`src/sv/assert_macros.svh`:
```
// Assertion macros for the hash engine RTL.
`ifndef ASSERT_MACROS_SVH
`define ASSERT_MACROS_SVH
`ifndef SYNTHESIS
// Clocked check, disabled while reset is asserted.
`define SHA_ASSERT(lbl, prop, msg) \
    lbl: assert property (@(posedge clk) disable iff (!rst_n) (prop)) else $error(msg);
// Clocked check that also holds during reset.
`define SHA_ASSERT_ALWAYS(lbl, prop, msg) \
    lbl: assert property (@(posedge clk) (prop)) else $error(msg);
`else
`define SHA_ASSERT(lbl, prop, msg)
`define SHA_ASSERT_ALWAYS(lbl, prop, msg)
`endif
`endif

```
`src/sv/sha_pkg.sv`:
```
// Types, constants and tables for the SHA-1 / SHA-256 hash engine.
package sha_pkg;

    typedef enum logic [2:0] {
        ST_IDLE,
        ST_PAD,
        ST_ROUND,
        ST_ADD,
        ST_LEN,
        ST_OUT
    } state_t;

    localparam logic [1:0] REQ_START  = 2'd0;
    localparam logic [1:0] REQ_DATA   = 2'd1;
    localparam logic [1:0] REQ_FINISH = 2'd2;

    localparam logic ALG_SHA1   = 1'b0;
    localparam logic ALG_SHA256 = 1'b1;

    localparam logic [7:0] PAD_BYTE = 8'h80;

    localparam logic [6:0] LAST_RND_SHA1   = 7'd79;
    localparam logic [6:0] LAST_RND_SHA256 = 7'd63;
    localparam logic [2:0] LAST_IDX_SHA1   = 3'd4;
    localparam logic [2:0] LAST_IDX_SHA256 = 3'd7;

    localparam logic [31:0] K1_0 = 32'h5A827999;
    localparam logic [31:0] K1_1 = 32'h6ED9EBA1;
    localparam logic [31:0] K1_2 = 32'h8F1BBCDC;
    localparam logic [31:0] K1_3 = 32'hCA62C1D6;

    typedef logic [7:0][31:0] chain_t;

    function automatic chain_t iv(input logic alg);
        chain_t r;
        if (alg == ALG_SHA256)
        begin
            r = {32'h5be0cd19, 32'h1f83d9ab, 32'h9b05688c, 32'h510e527f,
                 32'ha54ff53a, 32'h3c6ef372, 32'hbb67ae85, 32'h6a09e667};
        end
        else
        begin
            r = {32'h0, 32'h0, 32'h0, 32'hc3d2e1f0,
                 32'h10325476, 32'h98badcfe, 32'hefcdab89, 32'h67452301};
        end
        return r;
    endfunction

    function automatic logic [31:0] k256(input logic [5:0] t);
        logic [31:0] k;
        unique case (t)
            6'd0: k = 32'h428a2f98;  6'd1: k = 32'h71374491;  6'd2: k = 32'hb5c0fbcf;
            6'd3: k = 32'he9b5dba5;  6'd4: k = 32'h3956c25b;  6'd5: k = 32'h59f111f1;
            6'd6: k = 32'h923f82a4;  6'd7: k = 32'hab1c5ed5;  6'd8: k = 32'hd807aa98;
            6'd9: k = 32'h12835b01;  6'd10: k = 32'h243185be; 6'd11: k = 32'h550c7dc3;
            6'd12: k = 32'h72be5d74; 6'd13: k = 32'h80deb1fe; 6'd14: k = 32'h9bdc06a7;
            6'd15: k = 32'hc19bf174; 6'd16: k = 32'he49b69c1; 6'd17: k = 32'hefbe4786;
            6'd18: k = 32'h0fc19dc6; 6'd19: k = 32'h240ca1cc; 6'd20: k = 32'h2de92c6f;
            6'd21: k = 32'h4a7484aa; 6'd22: k = 32'h5cb0a9dc; 6'd23: k = 32'h76f988da;
            6'd24: k = 32'h983e5152; 6'd25: k = 32'ha831c66d; 6'd26: k = 32'hb00327c8;
            6'd27: k = 32'hbf597fc7; 6'd28: k = 32'hc6e00bf3; 6'd29: k = 32'hd5a79147;
            6'd30: k = 32'h06ca6351; 6'd31: k = 32'h14292967; 6'd32: k = 32'h27b70a85;
            6'd33: k = 32'h2e1b2138; 6'd34: k = 32'h4d2c6dfc; 6'd35: k = 32'h53380d13;
            6'd36: k = 32'h650a7354; 6'd37: k = 32'h766a0abb; 6'd38: k = 32'h81c2c92e;
            6'd39: k = 32'h92722c85; 6'd40: k = 32'ha2bfe8a1; 6'd41: k = 32'ha81a664b;
            6'd42: k = 32'hc24b8b70; 6'd43: k = 32'hc76c51a3; 6'd44: k = 32'hd192e819;
            6'd45: k = 32'hd6990624; 6'd46: k = 32'hf40e3585; 6'd47: k = 32'h106aa070;
            6'd48: k = 32'h19a4c116; 6'd49: k = 32'h1e376c08; 6'd50: k = 32'h2748774c;
            6'd51: k = 32'h34b0bcb5; 6'd52: k = 32'h391c0cb3; 6'd53: k = 32'h4ed8aa4a;
            6'd54: k = 32'h5b9cca4f; 6'd55: k = 32'h682e6ff3; 6'd56: k = 32'h748f82ee;
            6'd57: k = 32'h78a5636f; 6'd58: k = 32'h84c87814; 6'd59: k = 32'h8cc70208;
            6'd60: k = 32'h90befffa; 6'd61: k = 32'ha4506ceb; 6'd62: k = 32'hbef9a3f7;
            default: k = 32'hc67178f2;
        endcase
        return k;
    endfunction

endpackage

```
`src/sv/sha_round.sv`:
```
// Shared round unit: one SHA-1 or SHA-256 round plus the next schedule word.
module sha_round
(
    input  logic                alg,
    input  logic [6:0]          rnd,
    input  sha_pkg::chain_t     v,
    input  logic [15:0][31:0]   w,
    output sha_pkg::chain_t     v_next,
    output logic [31:0]         w_new
);

    function automatic logic [31:0] rotr(input logic [31:0] x, input int n);
        return (x >> n) | (x << (32 - n));
    endfunction

    logic [31:0] f1, k1, nv1, x1;
    logic [31:0] big0, big1, ch, maj, tmp1, tmp2;
    logic [31:0] s0, s1;

    always_comb
    begin
        // SHA-1 round
        priority if (rnd < 7'd20)
        begin
            f1 = v[3] ^ (v[1] & (v[2] ^ v[3]));
            k1 = sha_pkg::K1_0;
        end
        else if (rnd < 7'd40)
        begin
            f1 = v[1] ^ v[2] ^ v[3];
            k1 = sha_pkg::K1_1;
        end
        else if (rnd < 7'd60)
        begin
            f1 = (v[1] & v[2]) | (v[3] & (v[1] | v[2]));
            k1 = sha_pkg::K1_2;
        end
        else
        begin
            f1 = v[1] ^ v[2] ^ v[3];
            k1 = sha_pkg::K1_3;
        end
        nv1 = rotr(v[0], 27) + f1 + v[4] + k1 + w[0];
        x1  = w[13] ^ w[8] ^ w[2] ^ w[0];

        // SHA-256 round
        big1 = rotr(v[4], 6) ^ rotr(v[4], 11) ^ rotr(v[4], 25);
        ch   = (v[4] & v[5]) ^ (~v[4] & v[6]);
        big0 = rotr(v[0], 2) ^ rotr(v[0], 13) ^ rotr(v[0], 22);
        maj  = (v[0] & v[1]) ^ (v[0] & v[2]) ^ (v[1] & v[2]);
        tmp1 = v[7] + big1 + ch + sha_pkg::k256(rnd[5:0]) + w[0];
        tmp2 = big0 + maj;
        s1   = rotr(w[14], 17) ^ rotr(w[14], 19) ^ (w[14] >> 10);
        s0   = rotr(w[1], 7) ^ rotr(w[1], 18) ^ (w[1] >> 3);

        if (alg == sha_pkg::ALG_SHA256)
        begin
            v_next = {v[6], v[5], v[4], v[3] + tmp1, v[2], v[1], v[0], tmp1 + tmp2};
            w_new  = s1 + w[9] + s0 + w[0];
        end
        else
        begin
            v_next = {v[7], v[6], v[5], v[3], v[2], rotr(v[1], 2), v[0], nv1};
            w_new  = {x1[30:0], x1[31]};
        end
    end

endmodule

```
`src/sv/sha1_sha256_hash_engine.sv`:
```
// Top level of the SHA-1 / SHA-256 byte-stream hash engine.
//
// s_* takes one request word: s_tuser is the request (start, data, finish),
// s_tdata the message byte. cfg_* writes the algorithm select (0 SHA-1,
// 1 SHA-256); write it only while the engine is idle.
// A start or a data byte that does not fill the block leaves the engine idle.
// The 64th byte of a block runs the compression: 80 (SHA-1) or 64 (SHA-256)
// rounds, one per cycle through the shared round unit, then the chain add.
// A finish takes a padding step, one or two compressions (two when fewer
// than 9 bytes of the block remain, with the length block laid in between
// them), then presents 5 or 8 digest words on m_*, index 0 first, with
// m_tlast on the final word. The engine holds each word while m_tready is
// low and accepts no request until the last word is taken.
// Reset loads the SHA-1 initial vector, clears the byte count and selects
// SHA-1.
`include "assert_macros.svh"

module sha1_sha256_hash_engine
(
    input  logic        clk,
    input  logic        rst_n,
    input  logic        s_tvalid,
    output logic        s_tready,
    input  logic [7:0]  s_tdata,   // [7:0] data_byte
    input  logic [1:0]  s_tuser,   // [1:0] req_type
    output logic        m_tvalid,
    input  logic        m_tready,
    output logic [39:0] m_tdata,   // [31:0] digest_word, [34:32] word_index
    output logic        m_tlast,   // last_word
    input  logic        cfg_valid,
    output logic        cfg_ready,
    input  logic        cfg_data   // hash_algorithm
);

    sha_pkg::state_t   state_reg, state_next;
    logic              alg_reg;
    sha_pkg::chain_t   chain_reg;
    sha_pkg::chain_t   v_reg;
    logic [15:0][31:0] blk_reg;
    logic [60:0]       count_reg;
    logic [6:0]        rnd_reg;
    logic [2:0]        idx_reg;
    logic              fin_reg;
    logic              extra_reg;

    sha_pkg::chain_t   v_next;
    logic [31:0]       w_new;
    logic              in_acc, out_acc, last_rnd, last_idx, full_blk;
    logic [5:0]        pos;
    logic [63:0]       bit_len;

    sha_round u_round
    (
        .alg    (alg_reg),
        .rnd    (rnd_reg),
        .v      (v_reg),
        .w      (blk_reg),
        .v_next (v_next),
        .w_new  (w_new)
    );

    assign pos      = count_reg[5:0];
    assign bit_len  = {count_reg, 3'b000};
    assign in_acc   = s_tvalid && s_tready;
    assign out_acc  = m_tvalid && m_tready;
    assign full_blk = (s_tuser == sha_pkg::REQ_DATA) && (pos == 6'd63);
    assign last_rnd = rnd_reg == ((alg_reg == sha_pkg::ALG_SHA256) ?
                      sha_pkg::LAST_RND_SHA256 : sha_pkg::LAST_RND_SHA1);
    assign last_idx = idx_reg == ((alg_reg == sha_pkg::ALG_SHA256) ?
                      sha_pkg::LAST_IDX_SHA256 : sha_pkg::LAST_IDX_SHA1);

    // next state
    always_comb
    begin
        state_next = state_reg;
        unique case (state_reg)
            sha_pkg::ST_IDLE:
            begin
                if (in_acc && full_blk)
                    state_next = sha_pkg::ST_ROUND;
                else if (in_acc && s_tuser == sha_pkg::REQ_FINISH)
                    state_next = sha_pkg::ST_PAD;
            end
            sha_pkg::ST_PAD:   state_next = sha_pkg::ST_ROUND;
            sha_pkg::ST_ROUND:
            begin
                if (last_rnd)
                    state_next = sha_pkg::ST_ADD;
            end
            sha_pkg::ST_ADD:
            begin
                priority if (fin_reg && extra_reg)
                    state_next = sha_pkg::ST_LEN;
                else if (fin_reg)
                    state_next = sha_pkg::ST_OUT;
                else
                    state_next = sha_pkg::ST_IDLE;
            end
            sha_pkg::ST_LEN:   state_next = sha_pkg::ST_ROUND;
            sha_pkg::ST_OUT:
            begin
                if (out_acc && last_idx)
                    state_next = sha_pkg::ST_IDLE;
            end
            default:           state_next = sha_pkg::ST_IDLE;
        endcase
    end

    // outputs
    always_comb
    begin
        s_tready  = state_reg == sha_pkg::ST_IDLE;
        m_tvalid  = state_reg == sha_pkg::ST_OUT;
        m_tlast   = last_idx;
        m_tdata   = {5'b00000, idx_reg, chain_reg[idx_reg]};
        cfg_ready = 1'b1;
    end

    always_ff @(posedge clk or negedge rst_n)
    begin
        if (!rst_n)
        begin
            state_reg <= sha_pkg::ST_IDLE;
            alg_reg   <= sha_pkg::ALG_SHA1;
            chain_reg <= sha_pkg::iv(sha_pkg::ALG_SHA1);
            v_reg     <= '0;
            count_reg <= '0;
            rnd_reg   <= '0;
            idx_reg   <= '0;
            fin_reg   <= 1'b0;
            extra_reg <= 1'b0;
        end
        else
        begin
            state_reg <= state_next;
            if (cfg_valid && cfg_ready)
                alg_reg <= cfg_data;
            unique case (state_reg)
                sha_pkg::ST_IDLE:
                begin
                    rnd_reg <= '0;
                    idx_reg <= '0;
                    if (in_acc)
                    begin
                        unique case (s_tuser)
                            sha_pkg::REQ_START:
                            begin
                                chain_reg <= sha_pkg::iv(alg_reg);
                                count_reg <= '0;
                            end
                            sha_pkg::REQ_DATA:
                            begin
                                count_reg <= count_reg + 61'd1;
                                fin_reg   <= 1'b0;
                                v_reg     <= chain_reg;
                            end
                            sha_pkg::REQ_FINISH:
                            begin
                                fin_reg   <= 1'b1;
                                extra_reg <= pos >= 6'd56;
                                v_reg     <= chain_reg;
                            end
                            default:
                            begin
                            end
                        endcase
                    end
                end
                sha_pkg::ST_ROUND:
                begin
                    v_reg   <= v_next;
                    rnd_reg <= rnd_reg + 7'd1;
                end
                sha_pkg::ST_ADD:
                begin
                    for (int i = 0; i < 8; i++)
                    begin
                        if (i < 5 || alg_reg == sha_pkg::ALG_SHA256)
                            chain_reg[i] <= chain_reg[i] + v_reg[i];
                    end
                    for (int i = 0; i < 5; i++)
                        v_reg[i] <= chain_reg[i] + v_reg[i];
                    if (alg_reg == sha_pkg::ALG_SHA256)
                    begin
                        for (int i = 5; i < 8; i++)
                            v_reg[i] <= chain_reg[i] + v_reg[i];
                    end
                    else
                        v_reg[7:5] <= chain_reg[7:5];
                    rnd_reg <= '0;
                    if (fin_reg && !extra_reg)
                        count_reg <= '0;
                end
                sha_pkg::ST_LEN:
                begin
                    extra_reg <= 1'b0;
                end
                sha_pkg::ST_OUT:
                begin
                    if (out_acc)
                        idx_reg <= idx_reg + 3'd1;
                end
                default:
                begin
                end
            endcase
        end
    end

    // block buffer: byte writes, padding, the schedule window shift and the length block
    always_ff @(posedge clk)
    begin
        unique case (state_reg)
            sha_pkg::ST_IDLE:
            begin
                if (in_acc && s_tuser == sha_pkg::REQ_DATA)
                    blk_reg[pos[5:2]][(3 - pos[1:0]) * 8 +: 8] <= s_tdata;
            end
            sha_pkg::ST_PAD:
            begin
                // the last two words take the length when it fits in this block
                for (int b = 0; b < 64; b++)
                begin
                    if (b == int'(pos))
                        blk_reg[b / 4][(3 - b % 4) * 8 +: 8] <= sha_pkg::PAD_BYTE;
                    else if (b > int'(pos) && (b < 56 || pos >= 6'd56))
                        blk_reg[b / 4][(3 - b % 4) * 8 +: 8] <= 8'h00;
                end
                if (pos < 6'd56)
                begin
                    blk_reg[14] <= bit_len[63:32];
                    blk_reg[15] <= bit_len[31:0];
                end
            end
            sha_pkg::ST_ROUND:
            begin
                blk_reg <= {w_new, blk_reg[15:1]};
            end
            sha_pkg::ST_LEN:
            begin
                blk_reg <= {bit_len[31:0], bit_len[63:32], {14{32'h0}}};
            end
            default:
            begin
            end
        endcase
    end

    `SHA_ASSERT(a_out_blocks_in, m_tvalid |-> !s_tready, "request taken while digest pending")
    `SHA_ASSERT(a_last_index, (m_tvalid && m_tlast) |-> (idx_reg == sha_pkg::LAST_IDX_SHA1 || idx_reg == sha_pkg::LAST_IDX_SHA256), "tlast on wrong word")
    `SHA_ASSERT(a_rnd_range, (state_reg == sha_pkg::ST_ROUND) |-> (rnd_reg <= sha_pkg::LAST_RND_SHA1), "round counter overrun")
    `SHA_ASSERT_ALWAYS(a_cfg_ready, cfg_ready, "config port not ready")

endmodule

```
`config.mk`:
```
export PLATFORM = sky130hd
export DESIGN_NAME = sha1_sha256_hash_engine
export DESIGN_NICKNAME = d
export VERILOG_FILES = /design/src/sv/sha_pkg.sv /design/src/sv/sha_round.sv /design/src/sv/sha1_sha256_hash_engine.sv
export VERILOG_INCLUDE_DIRS = /design/src /design/src/sv
export SDC_FILE = /design/constraint.sdc
export NUM_CORES = 2
export LEC_CHECK = 0
export BUFFER_PORTS_ARGS = -buffer_cell sky130_fd_sc_hd__buf_2
export CORE_ASPECT_RATIO = 1.4
export CORE_MARGIN = 4
export CORE_UTILIZATION = 35
export CTS_CLUSTER_DIAMETER = 120
export CTS_CLUSTER_SIZE = 20
export DETAILED_ROUTE_END_ITERATION = 8
export GPL_TIMING_DRIVEN = 1
export PLACE_DENSITY = 0.52
export REMOVE_ABC_BUFFERS = 1
export SYNTH_ARGS = -nofsm -noshare
export SYNTH_HDL_FRONTEND = slang
export SYNTH_HIERARCHICAL = 1
export SYNTH_SLANG_ARGS = --single-unit
```
`constraint.sdc`:
```
create_clock -name clk -period 9.4 [get_ports clk]
set_clock_uncertainty 0.1 [all_clocks]
set_input_delay 0.47 -clock clk [delete_from_list [all_inputs] [get_ports clk]]
set_output_delay 0.47 -clock clk [all_outputs]
set_load 0.03 [all_outputs]
```
==> flow_summary.yaml <==
job:
  maxCapViolations: 0
timing:
  slew_viol_final: 0
  finalHoldViolCount: 0
  worst_pin_slew_ns: 1.455
  finalCritPeriodShare_pct: 94.83
  fmax_mhz: 112.2
  finalSetupViolations: 0
  min_period_ns: 8.914
  rsz0062_at_grt: "no"
  setup_tns_ns: 0
  max_slew_margin_pct: 2.641
cells_and_area:
  syn2layout_area_growth_pct: 8.300
  nets: 10560
  nFillCells: 25670
  layout_common_cells: "1268 x nand2_1, 1050 x o21ai_0, 745 x a21oi_1"
  fin_cells: 13140
  layout_commonest_cell: "nand2_1"
  layout-drive-gt1-share_pct: 10.22
yosys:
  yosysWarnings: 6
  synthArstFlopShare_pct: 53.50
  synth_flop_cell: "edfxtp_1"
  synth-edff-count: 512
  ys_ff_latch: 1101
  syn_area_per_cell_sq_um: 9.052
  synth_area_sq_um: 89210
  synthCells: 9855
  ys_seq_area_share_pct: 33.87
  ys_types: 97
critical_path:
  worstPathRequired_ns: 9.93
  end_kind: "flip-flop"
  path_max_fanout: 10
  crit_slowest_cell: "fa_1"
  cpPeakStageDelay_ns: 0.56
  worstPathArrival_ns: 9.45
  cp-start-kind: "flip-flop"
  worst-setup-path-type: "reg -> reg"
floorplanning:
  initial_core_util_pct: 35.12
  die_x_microns: 434.7
  coreArea_sq_um: 254000
  num_io_pins: 60
  dieArea_sq_um: 263100
  die_y_microns: 605.4
  rows: 219
clocking:
  cts-buffers-inserted: 69
  cts_max_path_buffers: 3
  htreeDepth: 3
  post_cts_buffers: 0
  clock_sinks: 1101
  clkLatencyLatePin_ns: 0.75
  clk_pin_slew_ns: 0.10
  clock-root-buffer: "clkbuf_16"
  cts_tree: "yes"
routing:
  drtPass1Iterations: 6
  first_iter_violations: 7614
  wire_per_inst_microns: 32.63
  postRouteAntennaNets: 0
  dr_total_vias: 79210
  drc_errors: 0
  drt_wl_total_microns: 428800
  vias_per_cell: 6.028
placement:
  gp_congestion: 1.028
  dpl.hpwl_microns: 333400
  io_buffer_count: 53
  dp.cells: 13000
global_routing:
  grt_max_degree: 180
  grt_pass1_wl_microns: 599100
  grt_use_total_pct: 31.85
  grt_pass1_vias: 79160
  antenna_found_initial: 17
  grt-ovfl-total: 0
outcome:
  status: "completed"
worst_hold_path:
  worstHoldPathType: "in -> async"
-- worst paths after layout --
check / start / endpoint / slack (ns) / cells after the start
max: rnd_reg[1]$_DFFE_PN0N_ / v_reg[31]$_DFFE_PN0P_ / 0.49 / 35
min: rst_n / chain_reg[36]$_DFFE_PN0P_ / 0.19 / 2
max reg2reg: rnd_reg[1]$_DFFE_PN0N_ / v_reg[31]$_DFFE_PN0P_ / 0.49 / 35
min reg2reg: fin_reg$_DFFE_PN0P_ / state_reg[2]$_DFFE_PN0P_ / 0.41 / 2
max in group asynchronous: rst_n / idx_reg[0]$_DFFE_PN0P_ / 6.69 / 4
min in group clk: s_tdata[0] / flip-flop / 0.22 / 3
-- worst max-delay path, delay by kind of cell (launching register included) --
| family | cells | cell delay (ns) |
|---|---|---|
| AOI/OAI and AO/OA | 15 | 3.16 |
| xor gates and xnor gates | 3 | 0.53 |
| adders and majority gates | 6 | 2.58 |
| buffers and inverters | 5 | 0.68 |
| DFF | 1 | 0.47 |
| muxes | 2 | 0.61 |
| and+or+nand+nor | 4 | 0.70 |
-- routing by layer --
| layer | track usage [%] | part of all wire (%) |
|---|---|---|
| met5 | 0 | 0.010 |
| met4 | 28.26 | 11 |
| met3 | 3.642 | 5.0 |
| met2 | 56.04 | 50 |
| met1 | 33.42 | 34 |
-- Yosys cell counts (218+ instances only) --
cell	instances	area [sq um]
a21o_1	218	1637
a21oi_1	748	3744
clkbuf_1	484	1817
dfrtp_1	509	12740
edfxtp_1	512	15370
fa_1	317	6346
ha_1	472	5906
inv_1	562	2110
nand2_1	1274	4782
nor2_1	628	2357
o21ai_0	1053	5270
xnor2_1	545	4773
xor2_1	277	2426
-- cells by family (layout without fill, tap and decap cells) --
| kind of cell | Yosys count | after routing | synth area share (%) |
|---|---|---|---|
| AO/OA/AOI/OAI | 3072 | 3072 | 21.48 |
| AND/OR/NAND/NOR | 2514 | 2514 | 12.10 |
| buffers and inverters | 1186 | 1138 | 5.297 |
| flip-flops | 1101 | 1101 | 33.87 |
| XOR/XNOR | 823 | 823 | 8.095 |
| adder cells (fa/ha/maj) | 789 | 789 | 13.73 |
| multiplexers | 368 | 368 | 5.421 |
| other | 2 | 22 | 0.008418 |
-- repair_timing --
item / CTS / global route
gates resized for setup: 0 / 3
setup endpoints to repair: 0 / 2
hold buffers: 4 / 0
hold endpoints to repair: 73 / 0
-- per-stage QoR --
stage                     hold WS, ns  cell area (sq um)  worst slack [ns]  util, %
after floorplan               0.07441              86610            -20.04        -
final                          0.1923              96620            0.4859    38.04
after detailed placement       0.3948              94390            0.4883    37.16
after CTS                      0.1462              96570            0.4889    38.02
after global routing           0.1952              96600         0.0008944    38.03
after global placement         0.3960              94390            0.2711    37.16
-- area by class of cell --
cell class	count	area (sq um)	share of cell area, %
Tap cell	3315	4148	4.293
Timing Repair Buffer	450	3416	3.535
Multi-Input combinational cell	7572	54530	56.44
Antenna cell	16	40.04	0.04144
Clock buffer	112	1952	2.020
Sequential cell	1101	30240	31.30
Inverter	562	2111	2.185
Clock inverter	14	182.7	0.1891
Power is not shown: default switching activity piles up to over one toggle a cycle in this logic, so the estimate is an artifact.
